$ cat src/hdl/pips_ram.sv
// Generic simple dual-port RAM with one write port and a registered read port.
`timescale 1ns / 1ps
`default_nettype none

module pips_ram #(
    parameter int DATA_W = 32,
    parameter int DEPTH  = 16
) (
    input  logic                      clk,
    input  logic                      wr_en,
    input  logic [$clog2(DEPTH)-1:0]  wr_addr,
    input  logic [DATA_W-1:0]         wr_data,
    input  logic                      rd_en,
    input  logic [$clog2(DEPTH)-1:0]  rd_addr,
    output logic [DATA_W-1:0]         rd_data
);

    logic [DATA_W-1:0] mem [DEPTH];
    logic [DATA_W-1:0] rd_data_reg;

    always_ff @(posedge clk)
    begin
        if (wr_en)
        begin
            mem[wr_addr] <= wr_data;
        end
        if (rd_en)
        begin
            rd_data_reg <= mem[rd_addr];
        end
    end

    assign rd_data = rd_data_reg;

endmodule

`default_nettype wire

$ cat config.mk
export PLATFORM = sky130hd
export DESIGN_NAME = pips_ram
export DESIGN_NICKNAME = d
export VERILOG_FILES = /design/src/hdl/pips_ram.sv
export SDC_FILE = /design/constraint.sdc
export NUM_CORES = 1
export LEC_CHECK = 0
export ABC_AREA = 0
export BUFFER_PORTS_ARGS = -buffer_cell sky130_fd_sc_hd__clkbuf_2
export CORE_ASPECT_RATIO = 1.5
export CORE_MARGIN = 2
export CORE_UTILIZATION = 30
export CTS_BUF_LIST = sky130_fd_sc_hd__clkbuf_4 sky130_fd_sc_hd__clkbuf_8
export CTS_CLUSTER_DIAMETER = 60
export DETAILED_ROUTE_END_ITERATION = 8
export GPL_TIMING_DRIVEN = 0
export HOLD_SLACK_MARGIN = 0.12
export MAX_ROUTING_LAYER = met4
export PLACE_DENSITY_LB_ADDON = 0.3
export SLEW_MARGIN = 40
export SYNTH_ARGS = -nofsm -noshare
export SYNTH_HDL_FRONTEND = slang
export SYNTH_SLANG_ARGS = --single-unit
$ cat constraint.sdc
create_clock -name clk -period 3.93 [get_ports clk]
set_input_delay 0.393 -clock clk [delete_from_list [all_inputs] [get_ports clk]]
set_output_delay 0.393 -clock clk [all_outputs]
set_load 0.005 [all_outputs]
==> flow_metrics.py <==
metrics = {
    "status": {
        "outcome": "completed",
    },
    "sta": {
        "finalHoldViolations": 0,
        "fin_skew_ns": 0.0233,
        "setup_violations": 0,
        "slew_headroom": 0.417,
        "post-route-period-util": 0.493,
        "rsz0062_at_grt": "false",
        "finalCriticalPeriod_ns": 1.94,
        "fmax_ghz": 0.516,
        "slew_viol_final": 0,
        "max_slew.worst_pin.slew_ns": 0.875,
    },
    "yosys": {
        "synth_top_area_frac": 0.810,
        "synth_area_leaders": "edfxtp_1 (81%), mux4_2 (14%), a22oi_1 (2.4%), nand2_1 (0.61%), buf_4 (0.41%)",
        "synth_area_leader_cell": "edfxtp_1",
        "synth_seq_area_share": 0.810,
        "synth_cell_type_count": 17,
        "netlist_area_um2": 20200,
        "netlist_instances": 838,
        "syn_nets": 881,
        "postSynthAreaPerCell_um2": 24.1,
        "ys_seq_elements": 544,
        "yosys_warnings": 0,
    },
    "setup_path": {
        "crit_family": "simple AND/OR/NAND/NOR gates",
        "cp.required_ns": 4.23,
        "cpMostUsedCell": "buf_2",
        "start_kind": "input port",
        "critPathMaxStageDelay_ns": 0.60,
        "worstPathArrival_ns": 2.24,
        "worstSetupPathType": "in2reg",
        "worstPathMaxFanout": 6,
        "crit_buf_inv": 4,
        "worstSetupEndpointType": "register",
        "critPathSlowestCell": "or3b_2",
        "worstPathCellList": "clkbuf_2, or3b_2, nor3_2, buf_2, buf_2, buf_2",
        "critPathLaunch": "wr_addr[2]",
        "r2r-start": "mem[3][29]$_DFFE_PP_",
    },
    "floorplanning": {
        "core_um2": 66600,
        "die_width_um": 216,
        "initial_core_util": 0.303,
        "dieArea_um2": 69400,
        "pin_count": 75,
        "fp.dieH_um": 322,
        "rows": 116,
    },
    "clocking": {
        "clk_latency_ns": 0.62,
        "path_clk_slew_ns": 0.06,
        "cts_setup_buffers": 0,
        "clock-sinks": 544,
        "cts_made_buffers": 76,
        "ctsResizeCount": 0,
        "cts-root-buf": "clkbuf_8",
        "clock_path_buffers": 3,
        "cts_tree": "done",
        "htree_num_levels": 3,
        "cts.hold.buffers_added": 0,
    },
    "final_layout": {
        "area_growth_pct": 18.8,
        "fin_util": 0.360,
        "seqCellArea_um2": 16300,
        "finish.cell_count_without_fillers": 1984,
        "drive_gt1_frac": 0.378,
        "nNetsFinal": 1083,
        "largest_register_ffs": 512,
        "fillers": 6086,
        "multi_input_area_um2": 3730,
    },
    "routing": {
        "drt_pass1_iterations": 5,
        "vias_per_cell": 4.73,
        "num_vias": 9375,
        "drt_iter0_markers": 726,
        "drc_errors": 0,
        "wl_um": 47100,
        "wl_per_cell_um": 23.8,
        "ant_nets": 0,
    },
    "power": {
        "leakagePower_uw": 0.00766,
        "peakVddDrop_mv": 0.160,
        "power.density_nw_per_um2": 478,
    },
    "placement": {
        "hpwl_um": 31300,
        "gp_congestion": 0.691,
        "place_inst": 1847,
        "io_buffers": 72,
    },
    "flow_run": {
        "maxCapViolCount": 0,
    },
    "global_routing": {
        "grt_util_all_layers": 0.142,
        "antenna_found_initial": 4,
        "overflow": 0,
        "grt_max_degree": 33,
        "grt_first_pass_wirelength_um": 68600,
        "first_global_vias": 10000,
    },
    "hold_path": {
        "worstHoldStart": "wr_data[16]",
        "hp-class": "in2reg",
    },
}
[power by group]
part / internal (uW) / switching (uW)
Sequential: 6540 / 30.5
Combinational: 246 / 362
Clock: 2230 / 2040
[routing by layer]
metal,GRT usage,part of all wire,up-vias
li1,-,-,4019
met1,0.164,0.39,5016
met2,0.245,0.53,256
met3,0.0280,0.052,84
met4,0.0490,0.025,0
met5,-,0,-
[cell usage after synthesis (all sizes together)]
master / n
and2: 1
a22oi: 64
nand3: 1
edfxtp: 544
nor2b: 2
nand3b: 2
mux4: 128
clkbuf: 17
buf: 26
nand2: 33
nor3: 4
nand2b: 2
or3b: 1
nor2: 13
[cell usage in the layout, fill, tap and decap left out, types with 5 or more instances in the layout]
master    count
edfxtp_1    544
mux4_2      128
clkbuf_8     79
clkbuf_2     74
a22oi_1      64
nand2_1      33
clkbuf_4     33
buf_4        25
buf_2        19
clkbuf_1     15
buf_16       14
nor2_4       12
clkinv_1     11
buf_8        11
clkinv_2      7
buf_1         5
[area by class of cell]
class                           instances  area share
Clock inverter                         22     0.00548
Buffer                                 43     0.00961
Timing Repair Buffer                  124      0.0455
Tap cell                              885      0.0462
Clock buffer                          111      0.0554
Antenna cell                            4    0.000418
Multi-Input combinational cell        251       0.156
Sequential cell                       544       0.682
[per-stage QoR]
stage | power [uW] | TNS, ns | worst slack, ns | hold WS (ns) | instance area, um2
floorplan | 7000 | 0 | 0.357 | 0.492 | 20200
global placement | 7270 | -470.55 | -2.62 | 0.738 | 21600
detailed placement | 7320 | 0 | 1.41 | 0.741 | 22500
CTS | 11600 | 0 | 2.07 | 0.133 | 23900
global route | 11900 | 0 | 1.98 | 0.184 | 24000
finish | 11400 | 0 | 1.99 | 0.186 | 24000
[final timing paths]
check,end,slack [ns],cells past startpoint
hold / removal,mem[6][16]$_DFFE_PP_,0.19,1
setup / recovery,mem[0][24]$_DFFE_PP_,1.99,6
hold reg to reg,rd_data[1]$_DFFE_PP_,0.75,3
setup reg to reg,rd_data[29]$_DFFE_PP_,2.38,3
[cell families (layout without fill, tap and decap cells)]
group,after synthesis,in the layout,synth area share
AND/OR/NAND/NOR,59,59,0.0125
AO/OA/AOI/OAI,64,64,0.0238
multiplexers,128,128,0.143
buffers and inverters,43,300,0.0110
flip-flops,544,544,0.810
other,0,4,0
No activity file was read; power rests on OpenSTA's default activity.
