[src/hdl/pips_pkg.sv]
// Shared types, codes and widths for the strict point-in-polygon block.
`timescale 1ns / 1ps
`default_nettype none

package pips_pkg;

    // Field widths of the request and configuration channels
    localparam int COORD_W     = 32;
    localparam int INDEX_W     = 4;
    localparam int VCOUNT_W    = 5;
    localparam int EPS_W       = 16;
    localparam int CFG_INDEX_W = 1;
    localparam int CFG_DATA_W  = 16;

    // Internal arithmetic widths: offset points, edge differences, products
    localparam int PNT_W  = COORD_W + 1;
    localparam int DIFF_W = COORD_W + 2;
    localparam int PROD_W = 2 * DIFF_W;

    // Five test points: the query point and its four diagonal offsets
    localparam int NUM_LANES  = 5;
    localparam int LANE_PLAIN = 0;
    localparam int LANE_PP    = 1;
    localparam int LANE_MP    = 2;
    localparam int LANE_PM    = 3;
    localparam int LANE_MM    = 4;

    // Request function codes
    localparam logic FUNC_WRITE = 1'b0;
    localparam logic FUNC_QUERY = 1'b1;

    // Configuration register indexes
    localparam logic [CFG_INDEX_W-1:0] CFG_VERTEX_COUNT   = 1'd0;
    localparam logic [CFG_INDEX_W-1:0] CFG_EPSILON_OFFSET = 1'd1;

    localparam logic [VCOUNT_W-1:0] VCOUNT_RESET = 5'd3;
    localparam logic [EPS_W-1:0]    EPS_RESET    = 16'd1;

    typedef enum logic [2:0] {
        ST_IDLE,
        ST_READ,
        ST_CLOSE,
        ST_DRAIN,
        ST_DONE
    } ctrl_state_t;

    typedef struct packed {
        logic wr_en;
        logic load;
        logic rd_en;
        logic rd_first;
        logic close;
        logic out_load;
    } dp_cmd_t;

endpackage

`default_nettype wire

[src/hdl/pips_cfg.sv]
// Configuration registers: vertex count (clamped to the store depth) and offset.
`timescale 1ns / 1ps
`default_nettype none

module pips_cfg #(
    parameter int MAX_VERTICES = 16
) (
    input  logic                                clk,
    input  logic                                rst_n,
    input  logic                                cfg_valid,
    output logic                                cfg_ready,
    input  logic [pips_pkg::CFG_INDEX_W-1:0]    cfg_index,
    input  logic [pips_pkg::CFG_DATA_W-1:0]     cfg_data,
    output logic [$clog2(MAX_VERTICES+1)-1:0]   vtx_n,
    output logic [pips_pkg::EPS_W-1:0]          epsilon
);

    localparam int NW = $clog2(MAX_VERTICES + 1);
    localparam int CW = (NW > pips_pkg::VCOUNT_W) ? NW : pips_pkg::VCOUNT_W;

    logic [pips_pkg::VCOUNT_W-1:0] vcount_reg;
    logic [pips_pkg::VCOUNT_W-1:0] vcount_next;
    logic [pips_pkg::EPS_W-1:0]    eps_reg;
    logic [pips_pkg::EPS_W-1:0]    eps_next;
    logic [CW-1:0]                 vcount_w;

    assign cfg_ready = 1'b1;

    always_comb
    begin
        vcount_next = vcount_reg;
        eps_next    = eps_reg;
        if (cfg_valid)
        begin
            unique case (cfg_index)
                pips_pkg::CFG_VERTEX_COUNT:
                    vcount_next = cfg_data[pips_pkg::VCOUNT_W-1:0];
                pips_pkg::CFG_EPSILON_OFFSET:
                    eps_next = cfg_data[pips_pkg::EPS_W-1:0];
                default:
                begin
                    vcount_next = vcount_reg;
                    eps_next    = eps_reg;
                end
            endcase
        end
    end

    always_ff @(posedge clk or negedge rst_n)
    begin
        if (!rst_n)
        begin
            vcount_reg <= pips_pkg::VCOUNT_RESET;
            eps_reg    <= pips_pkg::EPS_RESET;
        end
        else
        begin
            vcount_reg <= vcount_next;
            eps_reg    <= eps_next;
        end
    end

    // A count above the store depth walks the whole store.
    assign vcount_w = CW'(vcount_reg);
    assign vtx_n    = (vcount_w > CW'(MAX_VERTICES)) ? NW'(MAX_VERTICES) : NW'(vcount_reg);
    assign epsilon  = eps_reg;

endmodule

`default_nettype wire

[config.mk]
export PLATFORM = sky130hd
export DESIGN_NAME = pips_cfg
export DESIGN_NICKNAME = d
export VERILOG_FILES = /design/src/hdl/pips_pkg.sv /design/src/hdl/pips_cfg.sv
export SDC_FILE = /design/constraint.sdc
export NUM_CORES = 1
export LEC_CHECK = 0
export ABC_AREA = 0
export BUFFER_PORTS_ARGS = -buffer_cell sky130_fd_sc_hd__buf_2
export CAP_MARGIN = 40
export CORE_MARGIN = 2
export CORE_UTILIZATION = 44
export DETAILED_ROUTE_END_ITERATION = 10
export PLACE_DENSITY = 0.79
export SETUP_SLACK_MARGIN = 0.15
export SLEW_MARGIN = 20
export SYNTH_ARGS = -nofsm -noshare
export SYNTH_HDL_FRONTEND = slang
export SYNTH_SLANG_ARGS = --single-unit
[constraint.sdc]
create_clock -name clk -period 1.15 [get_ports clk]
set_input_delay 0.23 -clock clk [delete_from_list [all_inputs] [get_ports clk]]
set_output_delay 0.23 -clock clk [all_outputs]
set_load 0.005 [all_outputs]
==> results of run 1 <==
kinds of logic (layout without fill, tap and decap cells):
| logic type | Yosys count | after routing | share of synthesized area, % |
|---|---|---|---|
| buffers and inverters | 3 | 47 | 2.715 |
| other | 1 | 1 | 0.4521 |
| multiplexers | 21 | 21 | 28.51 |
| flip-flops | 21 | 21 | 63.80 |
| AND/OR/NAND/NOR | 6 | 6 | 4.525 |
final cells by class:
type                       count  area [sq um]
tap                           25         31.28
sequential                    21         530.5
multi-input combinational     28         280.3
timing repair buffer          43         237.7
clock inverter                 1         5.005
clock buffer                   3         22.52
fill                         149         638.1
placed cells by master (no fill, tap or decap):
cell	count
mux2_2	21
clkinv_2	1
dfrtp_2	1
buf_4	1
clkbuf_4	3
dlygate4sd3_1	1
nor2b_1	4
dfrtp_1	17
conb_1	1
nor2b_2	1
nand2_2	1
dfstp_2	3
buf_2	40
buf_12	1
per-stage QoR:
| stage | util, % | hold WS [ns] | power (mW) |
|---|---|---|---|
| floorplan | - | -0.06559 | 1.078 |
| global placement | 60.79 | 0.1974 | 1.240 |
| detailed placement | 60.79 | 0.2028 | 1.253 |
| CTS | 63.44 | 0.1540 | 1.597 |
| global route | 63.44 | 0.1436 | 1.674 |
| finish | 63.44 | 0.1673 | 1.562 |
report_power, final:
part | total (mW) | internal [mW] | switching [mW]
Combinational | 0.331 | 0.209 | 0.121
Clock | 0.323 | 0.129 | 0.194
Sequential | 0.908 | 0.859 | 0.0498
layer usage:
metal | part of all wire [%] | track usage [%] | vias up
met5 | 0 | 0 | -
met4 | 1.4 | 8.333 | 0
met2 | 53 | 23.51 | 16
met3 | 5.6 | 2.264 | 2
met1 | 40 | 15.44 | 253
li1 | - | - | 262
worst max-delay path by stage:
stage / cells after the start / slack [ns] / end / from
finish: 2 / -0.13 / vtx_n[1] / vcount_reg[1]
global placement: 3 / 0.1 / vcount_reg[3] / cfg_valid
floorplan: 3 / 0.20 / epsilon[10] / cfg_index
detailed placement: 3 / 0.07 / vcount_reg[2] / cfg_valid
global route: 2 / -0.20 / vtx_n[0] / vcount_reg[0]
CTS: 2 / -0.15 / vtx_n[1] / vcount_reg[1]
what timing repair did:
action | in CTS | in global routing
hold endpoints to repair | 18 | 0
gates resized for setup | 1 | 0
endpoints found under the setup margin | 21 | 21
hold buffers | 1 | 0
buffers inserted | 1 | 0
==> impl_metrics.yaml, run 1 <==
floorplanning:
  io_pins: 42
  row_count: 15
  initial_core_util_pct: 47.53
  core_sq_um: 1745
  die_y_microns: 47.42
  chipWidth_microns: 47.42
  die_area_sq_um: 2249
yosys:
  syn_inst: 52
  ys_ff_latch: 21
  yosysSeqAreaShare_pct: 63.80
  ys_top_cells_by_count: "21 x mux2_2, 18 x dfrtp_1, 5 x nor2b_1"
  ys_warn_count: 0
  synth_top_flop_cell: "dfrtp_1"
  ys_async_sr_fraction_pct: 100.0
  synth.largest_area_cell: "dfrtp_1"
  synthDominantCellAreaShare_pct: 54.30
  yosys-top-cells-area: "dfrtp_1 54%, mux2_2 29%, dfstp_2 9.5%, nor2b_1 3.8%, buf_6 1.4%"
  synth_edf_count: 0
  synth_nets: 72
  synthMostInstantiatedCell: "mux2_2"
  mappedNetlistArea_sq_um: 829.5
  yosysUniqueCellTypes: 9
  synth_area_per_cell_sq_um: 15.95
cts:
  cts-root-buf: "clkbuf_4"
  clkSlewWorstSetupHoldPaths_ns: 0.10
  clock_sinks: 21
  clk_latency_ns: 0.28
  cts_buffers: 3
  cts_tree: "built"
  clock_path_buffers: 2
  htree_levels: 1
timing:
  finalSetupViolCount: 5
  drv_slew: 0
  rsz0062_at_grt: "yes"
  fin_ws_ns: -0.1266
  hold_viol: 0
  setup_tns_ns: -0.3340
  fin_crit_sh_pct: 111.0
  fmax_mhz: 783.3
  finalCriticalPeriod_ns: 1.277
  fin_skew_ns: 0
finish:
  n_antenna_cell: 0
  final_cell_count_no_fill: 121
  drive_gt1_share_pct: 76.04
  fin_area_sq_um: 1107
  area_delta_synth_final_pct: 33.48
  fin_nets: 117
  largest_register_ffs: 16
worst_setup_path:
  startpoint_type: "register"
  cpMaxStageDelayCell: "dfstp_2"
  crit_fanout: 2
  path_class: "reg2out"
  path_delay_family: "flip-flops"
  reg2reg_to: "epsilon[4]"
  cp.required_ns: 0.92
  rrSetupSlack_ns: 0.28
  reg2regPathDepth: 2
  crit_arrival_ns: 1.05
  path_buf_inv: 1
  crit_chain: "nor2b_1, buf_2"
  worstReg2RegStart: "epsilon[4]"
  critPathMaxStageDelay_ns: 0.54
  endpoint_kind: "output pin"
min_path:
  hold_depth: 2
  hold_class: "in2reg"
  worstHoldStart: "cfg_data[6]"
  min_to: "epsilon[6]"
detailed_routing:
  drc: 0
  drt_first_pass_iters: 1
  num_vias: 533
  vias_per_cell: 4.405
  initialDrtViolationCount: 0
  ant_nets: 0
  wirelength_mm: 1.356
  wire_per_inst_microns: 11.21
status:
  violations: "setup timing"
  outcome: "finished with violations"
pwr:
  p_per_area_nw_per_um2: 1411
  p_leak_nw: 0.5432
  vdd_drop_max_uv: 855.1
place:
  placed_cells: 115
  dp_slack_ns: 0.07004
  routabilityCongestion: 0.5781
  postPlaceCellArea_sq_um: 1061
  port_buffers: 40
  hpwlAfterDp_mm: 1.038
flow_run:
  maxCapViolCount: 0
grt:
  antenna_found_initial: 0
  grt_overflow_total: 0
  grt_pass1_vias: 508
  grt_max_degree: 22
  grt_pass1_wl_mm: 2.056
  track_usage_pct: 13.54
Note: power is estimated with default switching activity, not from simulation.
==> inputs of run 2 (changes only) <==
--- a/config.mk
+++ b/config.mk
@@ -9,9 +9,10 @@
 export BUFFER_PORTS_ARGS = -buffer_cell sky130_fd_sc_hd__buf_2
 export CAP_MARGIN = 40
 export CORE_MARGIN = 2
-export CORE_UTILIZATION = 44
+export CORE_UTILIZATION = 39
+export CTS_CLUSTER_DIAMETER = 60
 export DETAILED_ROUTE_END_ITERATION = 10
-export PLACE_DENSITY = 0.79
+export PLACE_DENSITY = 0.74
 export SETUP_SLACK_MARGIN = 0.15
 export SLEW_MARGIN = 20
 export SYNTH_ARGS = -nofsm -noshare
==> constraint.sdc (replaced) <==
create_clock -name clk -period 1.14 [get_ports clk]
set_input_delay 0.228 -clock clk [delete_from_list [all_inputs] [get_ports clk]]
set_output_delay 0.228 -clock clk [all_outputs]
set_load 0.005 [all_outputs]
==> impl_metrics.yaml, run 2 (synthesis gave the netlist of run 1 again) <==
status:
  outcome: "finished with violations"
  violations: "setup timing"
worst_setup_path:
  startpoint: "vcount_reg[1]"
  critPathMaxStageDelay_ns: 0.54
  crit_arrival_ns: 1.07
  crit_fanout: 2
  startpoint_type: "register"
  path_delay_family: "flip-flops"
  worstReg2RegStart: "epsilon[1]"
  path_buf_inv: 1
  path_class: "reg2out"
  endpoint_kind: "output pin"
  cp.required_ns: 0.91
  rrSetupSlack_ns: 0.26
  crit_chain: "nor2b_1, buf_2"
  cpMaxStageDelayCell: "dfstp_2"
floorplanning:
  io_pins: 42
  die_area_sq_um: 2512
  die_y_microns: 50.12
  initial_core_util_pct: 41.86
  chipWidth_microns: 50.12
  core_sq_um: 1982
  row_count: 16
flow_run:
  maxCapViolCount: 0
finish:
  n_antenna_cell: 0
  fin_nets: 117
  layout_commonest_cell: "buf_2"
  layout_common_cells: "40 x buf_2, 21 x mux2_2, 17 x dfrtp_1"
  drive_gt1_share_pct: 75.00
  area_delta_synth_final_pct: 33.63
  fin_area_sq_um: 1109
  largest_register_ffs: 16
  final_cell_count_no_fill: 123
pwr:
  netSwitchingPower_mw: 0.3775
  p_clk_share_pct: 21.2
  p_per_area_nw_per_um2: 1435
  intPower_mw: 1.213
  vdd_drop_max_uv: 995.7
  pwr-share-comb_pct: 20.8
  pwr-share-seq_pct: 58.0
  switching_share_pct: 23.73
  p_leak_nw: 0.5404
timing:
  rsz0062_at_grt: "yes"
  finalSetupViolCount: 5
  finalCriticalPeriod_ns: 1.301
  fin_skew_ns: 0
  hold_viol: 0
  fmax_mhz: 768.8
  drv_slew: 0
  fin_ws_ns: -0.1608
  fin_crit_sh_pct: 114.1
detailed_routing:
  wire_per_inst_microns: 11.26
  drt-met1-wl_microns: 642
  vias_per_cell: 4.463
  drt_first_pass_iters: 1
  drc: 0
  wirelength_mm: 1.385
  dr_wl_met2_microns: 610
  wl_met3_microns: 132
  ant_nets: 0
  num_vias: 549
  maxUsedRoutingLayer: "met3"
  initialDrtViolationCount: 0
cts:
  cts_tree: "built"
  clkSlewWorstSetupHoldPaths_ns: 0.11
  htree_levels: 1
  cts-root-buf: "clkbuf_4"
  cts_buffers: 3
  clk_latency_ns: 0.29
  clock_sinks: 21
  clock_path_buffers: 2
min_path:
  worstHoldStart: "cfg_data[10]"
  hold_class: "in2reg"
place:
  hpwlAfterDp_mm: 1.030
  routabilityCongestion: 0.6620
  placed_cells: 117
  postPlaceCellArea_sq_um: 1064
  port_buffers: 40
grt:
  track_usage_pct: 12.10
  grt_pass1_vias: 518
  grt_overflow_total: 0
  antenna_found_initial: 0
  grt_max_degree: 22
  grt_pass1_wl_mm: 2.311
-- run 2: cell types whose count changed in the layout (fill, tap and decap cells not counted) --
cell	before	now
clkbuf_1	0	1
clkinv_2	1	0
-- run 2: power by group through the flow --
stage	clock network [mW]	registers [mW]	logic (mW)
6_report	0.337	0.922	0.331
5_1_grt	0.384	0.941	0.366
4_1_cts	0.348	0.922	0.331
3_5_place_dp	0	0.934	0.329
3_3_place_gp	0	0.929	0.324
2_1_floorplan	0	0.938	0.150
-- run 2: worst paths after layout --
path | end | cells past startpoint
max in group asynchronous | epsilon[0] | 2
max | vtx_n[1] | 2
max reg2reg | epsilon[1] | 2
min | epsilon[10] | 2
min in group asynchronous | vcount_reg[2] | 2
min reg2reg | epsilon[14] | 1
-- run 2: layer usage --
layer | GRT usage [%] | up-vias
met5 | 0 | -
met3 | 3.030 | 0
met2 | 18.86 | 31
met4 | 4.167 | 0
li1 | - | 263
met1 | 16.27 | 255
-- run 2: what timing repair did --
item / in CTS / in global routing
hold buffers: 1 / 0
gates resized for setup: 0 / 1
setup buffers: 0 / 1
setup endpoints to repair: 21 / 21
hold endpoints to repair: 18 / 0
-- run 2: area by class of cell --
class / count / area, sq um
tap: 27 / 33.78
fill: 170 / 873.3
multi-input combinational: 28 / 280.3
sequential: 21 / 530.5
timing repair buffer: 43 / 237.7
clock buffer: 4 / 26.28
-- run 2: stage by stage --
stage                     TNS, ns  hold WS [ns]  setup slack (ns)  util (%)  total power [mW]
after floorplan                 0      -0.06759            0.1937         -             1.087
after global placement          0        0.2005           0.08855     53.66             1.253
after detailed placement        0        0.1976           0.05327     53.66             1.263
after CTS                 -0.5161        0.1517           -0.1754     55.49             1.601
after global routing      -0.7452        0.1408           -0.2110     55.93             1.691
final                     -0.4250        0.1592           -0.1608     55.93             1.590
==> inputs of run 3 (changes only) <==
--- a/config.mk
+++ b/config.mk
@@ -8,12 +8,14 @@
 export ABC_AREA = 0
 export BUFFER_PORTS_ARGS = -buffer_cell sky130_fd_sc_hd__buf_2
 export CAP_MARGIN = 40
+export CELL_PAD_IN_SITES_DETAIL_PLACEMENT = 0
+export CELL_PAD_IN_SITES_GLOBAL_PLACEMENT = 1
 export CORE_MARGIN = 2
-export CORE_UTILIZATION = 39
+export CORE_UTILIZATION = 36
 export CTS_CLUSTER_DIAMETER = 60
 export DETAILED_ROUTE_END_ITERATION = 10
-export PLACE_DENSITY = 0.74
-export SETUP_SLACK_MARGIN = 0.15
+export PLACE_DENSITY = 0.82
+export SETUP_SLACK_MARGIN = 0.02
 export SLEW_MARGIN = 20
 export SYNTH_ARGS = -nofsm -noshare
 export SYNTH_HDL_FRONTEND = slang
==> constraint.sdc (replaced) <==
create_clock -name clk -period 1.7 [get_ports clk]
set_input_delay 0.34 -clock clk [delete_from_list [all_inputs] [get_ports clk]]
set_output_delay 0.34 -clock clk [all_outputs]
set_load 0.005 [all_outputs]
==> impl_metrics.yaml, run 3 (synthesis gave the netlist of run 1 again) <==
status:
  outcome: "completed"
grt:
  grt_pass1_wl_mm: 2.352
  grt_pass1_vias: 561
  grt_max_degree: 22
  grt_overflow_total: 0
  antenna_found_initial: 0
  track_usage_pct: 11.56
timing:
  fin_skew_ns: 0
  whs_ns: 0.2724
  fin_crit_sh_pct: 83.32
  rsz0062_at_grt: "no"
  drv_slew: 0
  fmax_mhz: 706.0
  finalCriticalPeriod_ns: 1.416
  hold_viol: 0
  setup_tns_ns: 0
  finalSetupViolCount: 0
cts:
  clk_latency_ns: 0.28
  cts_setup_buffers: 0
  cts_tree: "built"
  cts-root-buf: "clkbuf_4"
  clkSlewWorstSetupHoldPaths_ns: 0.11
  cts_buffers: 3
  clock_path_buffers: 2
  htree_levels: 1
  clock_sinks: 21
floorplanning:
  die_y_microns: 52.01
  die_area_sq_um: 2705
  core_sq_um: 2191
  chipWidth_microns: 52.01
  row_count: 17
  io_pins: 42
  initial_core_util_pct: 37.86
detailed_routing:
  ant_nets: 0
  initialDrtViolationCount: 0
  wire_per_inst_microns: 11.75
  wirelength_mm: 1.433
  drt_first_pass_iters: 1
  num_vias: 550
  drc: 0
  vias_per_cell: 4.508
finish:
  layout_commonest_cell: "buf_2"
  largest_register_ffs: 16
  fin_area_sq_um: 1079
  fin_nets: 115
  layout_common_cells: "40 x buf_2, 21 x mux2_2, 18 x dfrtp_1"
  drive_gt1_share_pct: 72.34
  n_antenna_cell: 0
  area_delta_synth_final_pct: 30.01
pwr:
  vdd_drop_max_uv: 474.1
  p_per_area_nw_per_um2: 975.7
  p_leak_nw: 0.5256
  p_total_mw: 1.052
worst_setup_path:
  endpoint_kind: "output pin"
  reg2regPathDepth: 1
  rrSetupSlack_ns: 0.88
  startpoint_type: "register"
  crit_fanout: 2
  reg2reg_to: "vcount_reg[4]"
  cp.required_ns: 1.36
  startpoint: "vcount_reg[0]"
  path_class: "reg2out"
  crit_arrival_ns: 1.08
  worstReg2RegStart: "vcount_reg[4]"
min_path:
  min_to: "epsilon[13]"
  hold_class: "in2reg"
  worstHoldStart: "cfg_data[13]"
  hold_depth: 2
place:
  routabilityCongestion: 0.6256
  postPlaceCellArea_sq_um: 1042
  port_buffers: 40
flow_run:
  maxCapViolCount: 0
-- run 3: cell types whose count changed in the layout (fill, tap and decap cells not counted) --
cell	delta
nor2b_1	+1
buf_12	-1
dfrtp_1	+1
dfrtp_2	-1
buf_4	-1
nor2b_2	-1
-- run 3: layer usage --
metal  GRT usage (%)  wire, microns  share of wire (%)  up-vias
met4           2.632              0                  0        0
met1           15.17            640                 45      262
met2           19.20            639                 45       30
met5               0              0                  0        -
met3           2.874            153                 11        0
li1                -              -                  -      258
-- run 3: per-stage QoR --
stage	worst slack (ns)	std cells	utilization, %
floorplan	0.5803	52	-
global placement	0.4089	117	47.57
detailed placement	0.4111	117	47.57
CTS	0.2587	122	49.23
global route	0.2228	122	49.23
finish	0.2836	122	49.23
-- run 3: how the worst max path moves through the flow --
| stage | end | depth (start not counted) |
|---|---|---|
| 6_report | vtx_n[0] | 2 |
| 3_3_place_gp | vcount_reg[4] | 3 |
| 2_1_floorplan | vcount_reg[2] | 2 |
| 5_1_grt | vtx_n[0] | 2 |
| 3_5_place_dp | vcount_reg[3] | 3 |
| 4_1_cts | vtx_n[0] | 2 |
-- run 3: final cells by class --
class	count	area [sq um]
multi-input combinational	28	277.8
tap	28	35.03
sequential	21	529.3
clock buffer	4	26.28
fill	210	1112
timing repair buffer	41	210.2
-- run 3: where the power goes --
part           switching, mW  total, mW  internal (mW)
sequential            0.0368      0.617          0.580
clock                  0.132      0.223         0.0910
combinational         0.0800      0.212          0.132
total                  0.249       1.05          0.803
-- run 3: what timing repair did --
action	4_1_cts	5_1_grt
gates resized for setup	0	0
hold buffers	1	0
hold endpoints to repair	18	0
-- run 3: worst max-delay path, cell delays in order (launching register included) --
cell and delay (ns):
dfstp_2 0.54, nor2b_1 0.13, buf_2 0.13
