--- src/hdl/pips_pkg.sv ---
// Shared types, codes and widths for the strict point-in-polygon block.
`timescale 1ns / 1ps
`default_nettype none

package pips_pkg;

    // Field widths of the request and configuration channels
    localparam int COORD_W     = 32;
    localparam int INDEX_W     = 4;
    localparam int VCOUNT_W    = 5;
    localparam int EPS_W       = 16;
    localparam int CFG_INDEX_W = 1;
    localparam int CFG_DATA_W  = 16;

    // Internal arithmetic widths: offset points, edge differences, products
    localparam int PNT_W  = COORD_W + 1;
    localparam int DIFF_W = COORD_W + 2;
    localparam int PROD_W = 2 * DIFF_W;

    // Five test points: the query point and its four diagonal offsets
    localparam int NUM_LANES  = 5;
    localparam int LANE_PLAIN = 0;
    localparam int LANE_PP    = 1;
    localparam int LANE_MP    = 2;
    localparam int LANE_PM    = 3;
    localparam int LANE_MM    = 4;

    // Request function codes
    localparam logic FUNC_WRITE = 1'b0;
    localparam logic FUNC_QUERY = 1'b1;

    // Configuration register indexes
    localparam logic [CFG_INDEX_W-1:0] CFG_VERTEX_COUNT   = 1'd0;
    localparam logic [CFG_INDEX_W-1:0] CFG_EPSILON_OFFSET = 1'd1;

    localparam logic [VCOUNT_W-1:0] VCOUNT_RESET = 5'd3;
    localparam logic [EPS_W-1:0]    EPS_RESET    = 16'd1;

    typedef enum logic [2:0] {
        ST_IDLE,
        ST_READ,
        ST_CLOSE,
        ST_DRAIN,
        ST_DONE
    } ctrl_state_t;

    typedef struct packed {
        logic wr_en;
        logic load;
        logic rd_en;
        logic rd_first;
        logic close;
        logic out_load;
    } dp_cmd_t;

endpackage

`default_nettype wire

--- src/hdl/pips_ctrl.sv ---
// Controller: request handshake, vertex walk sequencing and result register valid.
`timescale 1ns / 1ps
`default_nettype none

module pips_ctrl #(
    parameter int MAX_VERTICES = 16
) (
    input  logic                                clk,
    input  logic                                rst_n,
    input  logic                                in_valid,
    input  logic                                in_func,
    input  logic [pips_pkg::INDEX_W-1:0]        in_index,
    output logic                                in_stall,
    output logic                                out_valid,
    input  logic                                out_stall,
    input  logic [$clog2(MAX_VERTICES+1)-1:0]   vtx_n,
    input  logic                                dp_busy,
    output pips_pkg::dp_cmd_t                   cmd,
    output logic [$clog2(MAX_VERTICES)-1:0]     rd_addr
);

    localparam int AW = $clog2(MAX_VERTICES);
    localparam int NW = $clog2(MAX_VERTICES + 1);

    pips_pkg::ctrl_state_t state_reg;
    pips_pkg::ctrl_state_t state_next;
    logic [AW-1:0]         rd_addr_reg;
    logic [AW-1:0]         rd_addr_next;
    logic                  out_valid_reg;
    logic                  out_valid_next;
    logic                  in_acc;
    logic                  idx_ok;
    logic                  last_read;

    assign in_stall  = (state_reg != pips_pkg::ST_IDLE);
    assign in_acc    = in_valid && !in_stall;
    assign idx_ok    = (int'(in_index) < MAX_VERTICES);
    assign last_read = ((NW'(rd_addr_reg) + NW'(1)) == vtx_n);

    always_ff @(posedge clk or negedge rst_n)
    begin
        if (!rst_n)
        begin
            state_reg     <= pips_pkg::ST_IDLE;
            rd_addr_reg   <= '0;
            out_valid_reg <= 1'b0;
        end
        else
        begin
            state_reg     <= state_next;
            rd_addr_reg   <= rd_addr_next;
            out_valid_reg <= out_valid_next;
        end
    end

    always_comb
    begin
        state_next     = state_reg;
        rd_addr_next   = rd_addr_reg;
        out_valid_next = out_valid_reg && out_stall;
        cmd            = '0;
        unique case (state_reg)
            pips_pkg::ST_IDLE:
            begin
                if (in_acc)
                begin
                    if (in_func == pips_pkg::FUNC_QUERY)
                    begin
                        cmd.load     = 1'b1;
                        rd_addr_next = '0;
                        state_next   = (vtx_n == '0) ? pips_pkg::ST_DONE : pips_pkg::ST_READ;
                    end
                    else
                    begin
                        cmd.wr_en = idx_ok;
                    end
                end
            end
            pips_pkg::ST_READ:
            begin
                cmd.rd_en    = 1'b1;
                cmd.rd_first = (rd_addr_reg == '0);
                if (last_read)
                begin
                    state_next = pips_pkg::ST_CLOSE;
                end
                else
                begin
                    rd_addr_next = rd_addr_reg + AW'(1);
                end
            end
            pips_pkg::ST_CLOSE:
            begin
                // Closing edge from the last vertex back to vertex zero.
                cmd.close  = 1'b1;
                state_next = pips_pkg::ST_DRAIN;
            end
            pips_pkg::ST_DRAIN:
            begin
                if (!dp_busy)
                begin
                    state_next = pips_pkg::ST_DONE;
                end
            end
            pips_pkg::ST_DONE:
            begin
                if (!out_valid_reg || !out_stall)
                begin
                    cmd.out_load   = 1'b1;
                    out_valid_next = 1'b1;
                    state_next     = pips_pkg::ST_IDLE;
                end
            end
            default:
            begin
                state_next = pips_pkg::ST_IDLE;
            end
        endcase
    end

    assign out_valid = out_valid_reg;
    assign rd_addr   = rd_addr_reg;

    a_load_free: assert property (@(posedge clk) disable iff (!rst_n)
        cmd.out_load |-> (!out_valid_reg || !out_stall))
        else $error("result loaded over a waiting result");

    a_read_range: assert property (@(posedge clk) disable iff (!rst_n)
        cmd.rd_en |-> (NW'(rd_addr_reg) < vtx_n))
        else $error("vertex read beyond the vertex count");

    a_ready_idle: assert property (@(posedge clk) disable iff (!rst_n)
        !in_stall |-> !dp_busy)
        else $error("new request taken while the datapath is busy");

    a_query_walk: assert property (@(posedge clk) disable iff (!rst_n)
        (in_acc && (in_func == pips_pkg::FUNC_QUERY) && (vtx_n != '0))
        |=> (state_reg == pips_pkg::ST_READ))
        else $error("query did not start the vertex walk");

endmodule

`default_nettype wire

--- config.mk ---
export PLATFORM = sky130hd
export DESIGN_NAME = pips_ctrl
export DESIGN_NICKNAME = d
export VERILOG_FILES = /design/src/hdl/pips_pkg.sv /design/src/hdl/pips_ctrl.sv
export SDC_FILE = /design/constraint.sdc
export NUM_CORES = 1
export LEC_CHECK = 0
export BUFFER_PORTS_ARGS = -buffer_cell sky130_fd_sc_hd__buf_2
export CELL_PAD_IN_SITES_DETAIL_PLACEMENT = 1
export CELL_PAD_IN_SITES_GLOBAL_PLACEMENT = 1
export CORE_MARGIN = 3
export CORE_UTILIZATION = 27
export DETAILED_ROUTE_END_ITERATION = 6
export GPL_TIMING_DRIVEN = 0
export PLACE_DENSITY = 0.71
export SYNTH_ARGS = -nofsm -noshare
export SYNTH_HDL_FRONTEND = slang
export SYNTH_SLANG_ARGS = --single-unit
--- constraint.sdc ---
create_clock -name clk -period 1.68 [get_ports clk]
set_input_delay 0.168 -clock clk [delete_from_list [all_inputs] [get_ports clk]]
set_output_delay 0.168 -clock clk [all_outputs]
set_load 0.05 [all_outputs]
==> results of run 1 <==
-- report_power, final --
group	leakage (nW)	internal (W)	total, W	switching, W
Combinational	0.356	0.000571	0.00133	0.000761
Sequential	0.0921	0.000280	0.000413	0.000133
Clock	0.0150	0.0000911	0.000160	0.0000690
-- logic make-up after synthesis --
group / share of synthesized area, %
multiplexers: 5.23
flip-flops: 33.5
buffers and inverters: 5.02
XOR/XNOR: 7.32
AND/OR/NAND/NOR: 28.5
adder cells (fa/ha/maj): 4.18
AO/OA/AOI/OAI: 16.3
-- stage by stage --
stage	util (%)	setup TNS (ps)	power, W	setup WS, ps
global route	48.0	-349	0.00204	-68.8
finish	48.0	-18.5	0.00190	-14.0
CTS	46.8	-42.0	0.00188	-37.4
global placement	39.7	-170	0.00150	-86.0
floorplan	-	-330	0.00129	-109
detailed placement	39.7	-348	0.00153	-102
-- synthesized netlist by cell type (all sizes together) --
library cell	instances	area [um^2]
nor2b	2	12.5
inv	8	30.0
o41ai	1	8.76
xnor2	3	26.3
or4	2	15.0
a21oi	3	15.0
nor3b	3	22.5
and4b	1	10.0
o21ai	4	20.0
nor3	1	5.00
xor2	2	17.5
o211ai	1	12.5
dfrtp	8	200
mux2	1	11.3
a41oi	1	8.76
nand3b	1	7.51
ha	2	25.0
o22ai	2	12.5
a211oi	1	12.5
or3	1	11.3
nor2	6	25.0
nor4b	1	8.76
a22oi	1	7.51
mux2i	2	20.0
nand3	3	15.0
nand2	10	37.5
-- placed cells by master (no fill, tap or decap), types with 3 or more instances in the layout --
master and count:
dfrtp_2 6, o21ai_0 3, inv_2 3, buf_4 12
clkbuf_4 4, a21oi_1 3, buf_2 17, nand2_1 9
inv_1 5, nor2_1 4
-- routing by layer --
layer  global-route usage (%)  up-vias  part of all wire, %
met4                     1.28        0                    0
met5                        0        -                    0
met1                     16.8      310                   42
met3                     3.38        0                  4.6
met2                     25.6       15                   54
li1                         -      325                    -
-- final cells by class --
class | instances | area (um^2)
clock buffers | 4 | 26.3
flip-flops and latches | 8 | 208
fillers | 241 | 1050
repair buffers | 32 | 204
multi-input cells | 55 | 469
well taps | 27 | 33.8
inverters | 8 | 30.0
-- worst max-delay path, stage by stage, from the launching register on --
cell,delay (ps)
dfrtp_2,380
inv_2,40
or3_4,420
nor4b_4,240
buf_6,190
-- worst max-delay path by stage --
| stage | end | from | slack (ps) |
|---|---|---|---|
| after CTS | rd_addr[3]$_DFFE_PN0P_ | rd_addr[0]$_DFFE_PN0P_ | -40 |
| after global placement | rd_addr[3]$_DFFE_PN0P_ | rd_addr[0]$_DFFE_PN0P_ | -90 |
| after global routing | cmd[2] | state_reg[1]$_DFFE_PN0P_ | -70 |
| final | cmd[2] | state_reg[0]$_DFFE_PN0P_ | -10 |
| after floorplan | rd_addr[3]$_DFFE_PN0P_ | rd_addr[0]$_DFFE_PN0P_ | -110 |
| after detailed placement | rd_addr[3]$_DFFE_PN0P_ | rd_addr[0]$_DFFE_PN0P_ | -100 |
-- repair_timing --
item | CTS | global route
endpoints found under the setup margin | 9 | 11
setup buffers | 8 | 1
hold buffers | 1 | 0
endpoints found under the hold margin | 8 | 0
pin swaps | 4 | 3
gates resized for setup | 13 | 6
==> reports/qor.yml, run 1 <==
clk_pin_slew_worst_paths_ps: 60
grt_max_degree: 9
fmax_ghz: 0.590
gr-total-overflow: 0
setup.worst_path.start_class: "register"
hold-path-endpoint: "out_valid$_DFF_PN0_"
largest_reg_flops: 4
antenna_cells: 0
fin_area_um2: 971
fin_worst_skew_ps: 1.58
syn2layout_area_growth_pct: 62.3
clock_path_buffers: 2
syn_nets: 88
synth-seq-cells: 8
cts_tree: "yes"
grt_use_total_pct: 13.9
path_class: "reg -> out"
fp-row-count: 16
drtPass1Iterations: 1
hold_path.startpoint: "out_stall"
reg2reg_depth: 6
regToRegStartpoint: "rd_addr[0]$_DFFE_PN0P_"
cp-end-kind: "output pin"
ant_nets: 0
syn_avg_cell_area_um2: 8.42
ioPinCount: 27
root_buffer: "clkbuf_4"
max_slew_margin_pct: 80.8
synth_area_um2: 598
start_util_pct: 29.6
finalCritPeriodShare_pct: 101
dpl_cell_area_um2: 803
antenna_found_initial: 0
hold_depth: 3
ys_types: 28
crit_fanout: 5
grt_pass1_wl_um: 2900
wirelength_um: 1780
arrival_ps: 1530
yosysWarnings: 0
drive_gt1_share_pct: 57.0
nNetsFinal: 125
dp_hpwl_um: 1260
port_buffers: 22
dpl.cell_count: 120
worst_pin_slew_ps: 288
vdd_drop_max_v: 0.00103
stdcell_count: 134
postSynthCellCount: 71
grt_pass1_vias: 664
core_um2: 2020
critPathRequiredTime_ps: 1510
ctsHtreeMaxLevel: 1
slew_viol_final: 0
via_per_inst: 4.85
fp.dieW_um: 53.1
fin_hold_ws_ps: 154
setup_violations: 2
min_path_type: "in -> reg"
synth.yosys.seq_area_share_pct: 33.5
min_period_ps: 1690
vias: 650
drc_errors: 0
drtIter0Drc: 0
die_h_um: 53.1
failed_checks: "negative setup slack"
wl_per_cell_um: 13.2
rsz0062_at_grt: "yes"
status: "finished, violations left"
die_area_um2: 2820
clock_sinks: 8
clock_latency_ps: 250
cts_buffers: 3
r2r-end: "rd_addr[3]$_DFFE_PN0P_"
hold_viol_final: 0
rrSetupSlack_ps: 0
powerDensity_nw_per_um2: 1960
setup_ws_ps: -14.0
drv_cap: 0
p_leak_nw: 0.463
gp_congestion: 0.707
Note: power is estimated with default switching activity, not from simulation.
==> inputs of run 2 (changes only) <==
--- a/config.mk
+++ b/config.mk
@@ -10,9 +10,11 @@
 export CELL_PAD_IN_SITES_GLOBAL_PLACEMENT = 1
 export CORE_MARGIN = 3
 export CORE_UTILIZATION = 27
+export CTS_BUF_LIST = sky130_fd_sc_hd__clkbuf_16
 export DETAILED_ROUTE_END_ITERATION = 6
 export GPL_TIMING_DRIVEN = 0
 export PLACE_DENSITY = 0.71
+export RECOVER_POWER = 25
 export SYNTH_ARGS = -nofsm -noshare
 export SYNTH_HDL_FRONTEND = slang
 export SYNTH_SLANG_ARGS = --single-unit
==> reports/qor.yml, run 2 (same netlist as run 1, synthesis figures left out) <==
crit_fanout: 6
critPathTopFamily: "simple AND/OR/NAND/NOR gates"
clock_latency_ps: 230
cts_buffers: 3
ioPinCount: 27
cts_tree: "yes"
arrival_ps: 1830
fin_worst_skew_ps: 0.630
gp_congestion: 0.707
nNetsFinal: 125
powerDensity_nw_per_um2: 2120
core_um2: 2020
cp-end-kind: "register"
die_h_um: 53.1
path_class: "reg -> reg"
min_path_type: "in -> reg"
clk_pin_slew_worst_paths_ps: 40
rsz0062_at_grt: "yes"
max_slew_margin_pct: 69.4
die_area_um2: 2820
grt_pass1_wl_um: 2920
ant_nets: 0
crit_path_top_delay_cell: "dfrtp_2"
syn2layout_area_growth_pct: 68.8
rrSetupSlack_ps: 5
layout_common_cells: "buf_2 (17), buf_4 (10), nand2_1 (9)"
grt_use_total_pct: 14.2
drv_cap: 0
setup.worst_path.start_class: "register"
vdd_drop_max_v: 0.00125
setup_violations: 0
slew_viol_final: 0
total_power_w: 0.00214
clock_sinks: 8
fmax_ghz: 0.597
dp_hpwl_um: 1260
final_common_cell: "buf_2"
ctsHtreeMaxLevel: 1
crit_chain: "ha_4 -> and4b_1 -> a22oi_2 -> a211oi_2 -> or4_1 -> o211ai_2"
grt_pass1_vias: 671
fp.dieW_um: 53.1
gr-total-overflow: 0
wirelength_um: 1790
drive_gt1_share_pct: 55.1
clock_path_buffers: 2
status: "completed"
root_buffer: "clkbuf_16"
start_util_pct: 29.6
critPathBufInv: 0
port_buffers: 22
wl_per_cell_um: 13.4
drc_errors: 0
min_period_ps: 1680
fp-row-count: 16
vias: 655
cpPeakStageDelay_ps: 440
nFillCells: 237
multi_input_comb_area_um2: 459
hold_viol_final: 0
finalCritPeriodShare_pct: 99.7
fin_hold_ws_ps: 177
regArea_um2: 208
antenna_found_initial: 0
largest_reg_flops: 4
antenna_cells: 0
drtPass1Iterations: 2
critPathRequiredTime_ps: 1830
drtIter0Drc: 1
p_leak_nw: 0.484
grt_max_degree: 9
worst_pin_slew_ps: 459
via_per_inst: 4.89
==> run 2: power breakdown <==
| part | leakage, nW | switching (W) | total, W | internal (W) |
|---|---|---|---|---|
| Clock | 0.0423 | 0.0000942 | 0.000404 | 0.000310 |
| Combinational | 0.350 | 0.000751 | 0.00132 | 0.000570 |
| Sequential | 0.0921 | 0.000137 | 0.000418 | 0.000281 |
| Total | 0.484 | 0.000983 | 0.00214 | 0.00116 |
==> run 2: final cells by class <==
class                           instances  share of cell area [%]
Multi-Input combinational cell         55                    45.5
Sequential cell                         8                    20.6
Timing Repair Buffer                   32                    19.8
Clock buffer                            3                    7.43
Tap cell                               27                    3.35
Inverter                                8                    2.97
Clock inverter                          1                   0.372
==> run 2: final timing paths <==
kind                                   startpoint                      to  cells after the start
max                        rd_addr[0]$_DFFE_PN0P_  rd_addr[3]$_DFFE_PN0P_                      6
min in group asynchronous                   rst_n     out_valid$_DFF_PN0_                      2
min reg2reg                   out_valid$_DFF_PN0_     out_valid$_DFF_PN0_                      2
max reg2reg                rd_addr[0]$_DFFE_PN0P_  rd_addr[3]$_DFFE_PN0P_                      6
max in group asynchronous                   rst_n  rd_addr[3]$_DFFE_PN0P_                      2
min                                     out_stall     out_valid$_DFF_PN0_                      3
==> run 2: per-layer routing <==
| metal | routed length, um | global-route usage [%] | vias to the layer above | part of all wire, % |
|---|---|---|---|---|
| met5 | 0 | 0 | - | 0 |
| met4 | 0 | 2.55 | 0 | 0 |
| met3 | 94 | 3.38 | 0 | 5.2 |
| met2 | 958 | 25.6 | 17 | 53 |
| met1 | 740 | 16.9 | 311 | 41 |
| li1 | - | - | 327 | - |
==> run 2: through the flow <==
step	setup TNS [ps]	worst slack (ps)	instance area, um^2	util, %	std cells
finish	0	4.84	1010	49.9	134
global route	-234	-48.4	1010	49.9	134
CTS	-51.4	-27.2	983	48.6	132
floorplan	-330	-109	659	-	71
global placement	-170	-86.0	803	39.7	120
detailed placement	-348	-102	803	39.7	120
==> run 2: worst reg2reg max path, cell delays in order, from the launching register on <==
cell and delay (ps):
dfrtp_2 440, ha_4 200, and4b_1 180, a22oi_2 170, a211oi_2 120, or4_1 430, o211ai_2 70
==> run 2: repair_timing <==
item                                    in CTS  in global routing
pin swaps                                    5                  4
endpoints found under the hold margin        8                  0
gates resized for setup                     11                  4
hold buffers                                 1                  0
endpoints found under the setup margin       8                 10
setup buffers                                7                  2
==> inputs of run 3 (changes only) <==
--- a/config.mk
+++ b/config.mk
@@ -13,7 +13,7 @@
 export CTS_BUF_LIST = sky130_fd_sc_hd__clkbuf_16
 export DETAILED_ROUTE_END_ITERATION = 6
 export GPL_TIMING_DRIVEN = 0
-export PLACE_DENSITY = 0.71
+export PLACE_DENSITY = 0.68
 export RECOVER_POWER = 25
 export SYNTH_ARGS = -nofsm -noshare
 export SYNTH_HDL_FRONTEND = slang
==> constraint.sdc (replaced) <==
create_clock -name clk -period 1.9 [get_ports clk]
set_input_delay 0.19 -clock clk [delete_from_list [all_inputs] [get_ports clk]]
set_output_delay 0.19 -clock clk [all_outputs]
set_load 0.05 [all_outputs]
==> reports/qor.yml, run 3 (same netlist as run 1, synthesis figures left out) <==
critPathRequiredTime_ps: 1710
fp-row-count: 16
gp_congestion: 0.674
drtPass1Iterations: 2
path_class: "reg -> out"
finalCritPeriodShare_pct: 95.9
met3_usage_pct: 3.94
fin_worst_skew_ps: 4.33
grt_use_total_pct: 13.9
syn2layout_area_growth_pct: 45.4
min_period_ps: 1820
via_per_inst: 4.99
cts_tree: "yes"
wl_per_cell_um: 13.1
p_leak_nw: 0.429
regToRegStartpoint: "rd_addr[0]$_DFFE_PN0P_"
drc_errors: 0
status: "completed"
gr-total-overflow: 0
grt_pass1_wl_um: 2840
top_usage_layer: "met2"
grt_use_met1_pct: 16.7
r2r-end: "state_reg[0]$_DFFE_PN0P_"
fp.dieW_um: 53.1
setup_violations: 0
crit_path_top_delay_cell: "or3_4"
root_buffer: "clkbuf_16"
cp-end-kind: "output pin"
final_common_cell: "buf_2"
hold_viol_final: 0
cpPeakStageDelay_ps: 460
crit_fanout: 7
tns_ps: 0
layout_common_cells: "buf_2 (20), nand2_1 (10), inv_1 (8)"
setup_ws_ps: 77.4
core_um2: 2020
endpoint: "cmd[2]"
crit_chain: "or3_4 -> nor4b_4 -> buf_4"
rrSetupSlack_ps: 140
antenna_cells: 0
largest_reg_flops: 4
nFillCells: 259
min_path_type: "in -> reg"
ant_nets: 0
vdd_drop_max_v: 0.000693
setup.worst_path.start_class: "register"
total_power_w: 0.00163
ioPinCount: 27
antenna_found_initial: 0
ctsHtreeMaxLevel: 1
max_slew_margin_pct: 70.1
drv_cap: 0
drive_gt1_share_pct: 37.8
clock_latency_ps: 230
powerDensity_nw_per_um2: 1870
grt_max_degree: 9
grt_pass1_vias: 630
crit_start: "state_reg[2]$_DFFE_PN0P_"
wirelength_um: 1640
port_buffers: 22
post-route-util_pct: 43.0
worst_pin_slew_ps: 449
arrival_ps: 1630
start_util_pct: 29.6
clock_sinks: 8
cts_buffers: 3
dp_hpwl_um: 1260
die_h_um: 53.1
vias: 624
drtIter0Drc: 4
clk_pin_slew_worst_paths_ps: 40
nNetsFinal: 116
slew_viol_final: 0
clock_path_buffers: 2
dp_slack_ps: 42.4
globalRouteMet2Util_pct: 22.7
die_area_um2: 2820
fmax_ghz: 0.549
reg2reg_depth: 7
run 3: changes by cell type in the layout (fill, tap and decap cells not counted), sizes merged:
cell and change:
buf -7, clkbuf -2
run 3: worst max-delay path: cells and delay by family, from the launching register on:
kind                   cells  cell delay (ps)
flip-flops                 1              450
AND/OR/NAND/NOR            2              710
buffers and inverters      1              230
run 3: routing by layer:
| layer | share of wire [%] | wire length (um) |
|---|---|---|
| met5 | 0 | 0 |
| met4 | 1.7 | 28 |
| met3 | 5.6 | 92 |
| met2 | 50 | 822 |
| met1 | 42 | 696 |
run 3: area by class of cell:
cell class / instances / area [um^2] / area share, %
clock buffers: 3 / 75.1 / 8.63
clock inverters: 1 / 3.75 / 0.432
inverters: 8 / 30.0 / 3.45
multi-input cells: 55 / 403 / 46.3
flip-flops and latches: 8 / 203 / 23.3
well taps: 27 / 33.8 / 3.88
repair buffers: 23 / 121 / 14.0
run 3: power breakdown:
part           total (W)  switching (W)  internal [W]  leakage, nW
registers       0.000365       0.000123      0.000242       0.0964
clock network   0.000360      0.0000861      0.000274       0.0423
logic           0.000902       0.000567      0.000335        0.290
run 3: timing repair:
| item | in CTS | in global routing |
|---|---|---|
| gates resized for setup | 0 | 6 |
| buffers inserted | 0 | 0 |
| hold buffers | 1 | 0 |
| endpoints found under the hold margin | 8 | 0 |
| setup endpoints to repair | 0 | 7 |
run 3: worst min-delay path by stage:
stage | cells after the start | from | slack, ps | endpoint
after global routing | 3 | out_stall | 220 | out_valid$_DFF_PN0_
final | 3 | out_stall | 190 | out_valid$_DFF_PN0_
after global placement | 1 | rst_n | 40 | out_valid$_DFF_PN0_
after detailed placement | 1 | rst_n | 50 | out_valid$_DFF_PN0_
after CTS | 3 | out_stall | 190 | out_valid$_DFF_PN0_
after floorplan | 0 | rst_n | -110 | out_valid$_DFF_PN0_
run 3: through the flow:
stage / hold WS (ps) / instance area, um^2 / cells
6_report: 194 / 870 / 125
5_1_grt: 221 / 870 / 125
4_1_cts: 192 / 848 / 125
3_5_place_dp: 47.6 / 759 / 120
3_3_place_gp: 44.7 / 759 / 120
2_1_floorplan: -106 / 616 / 71
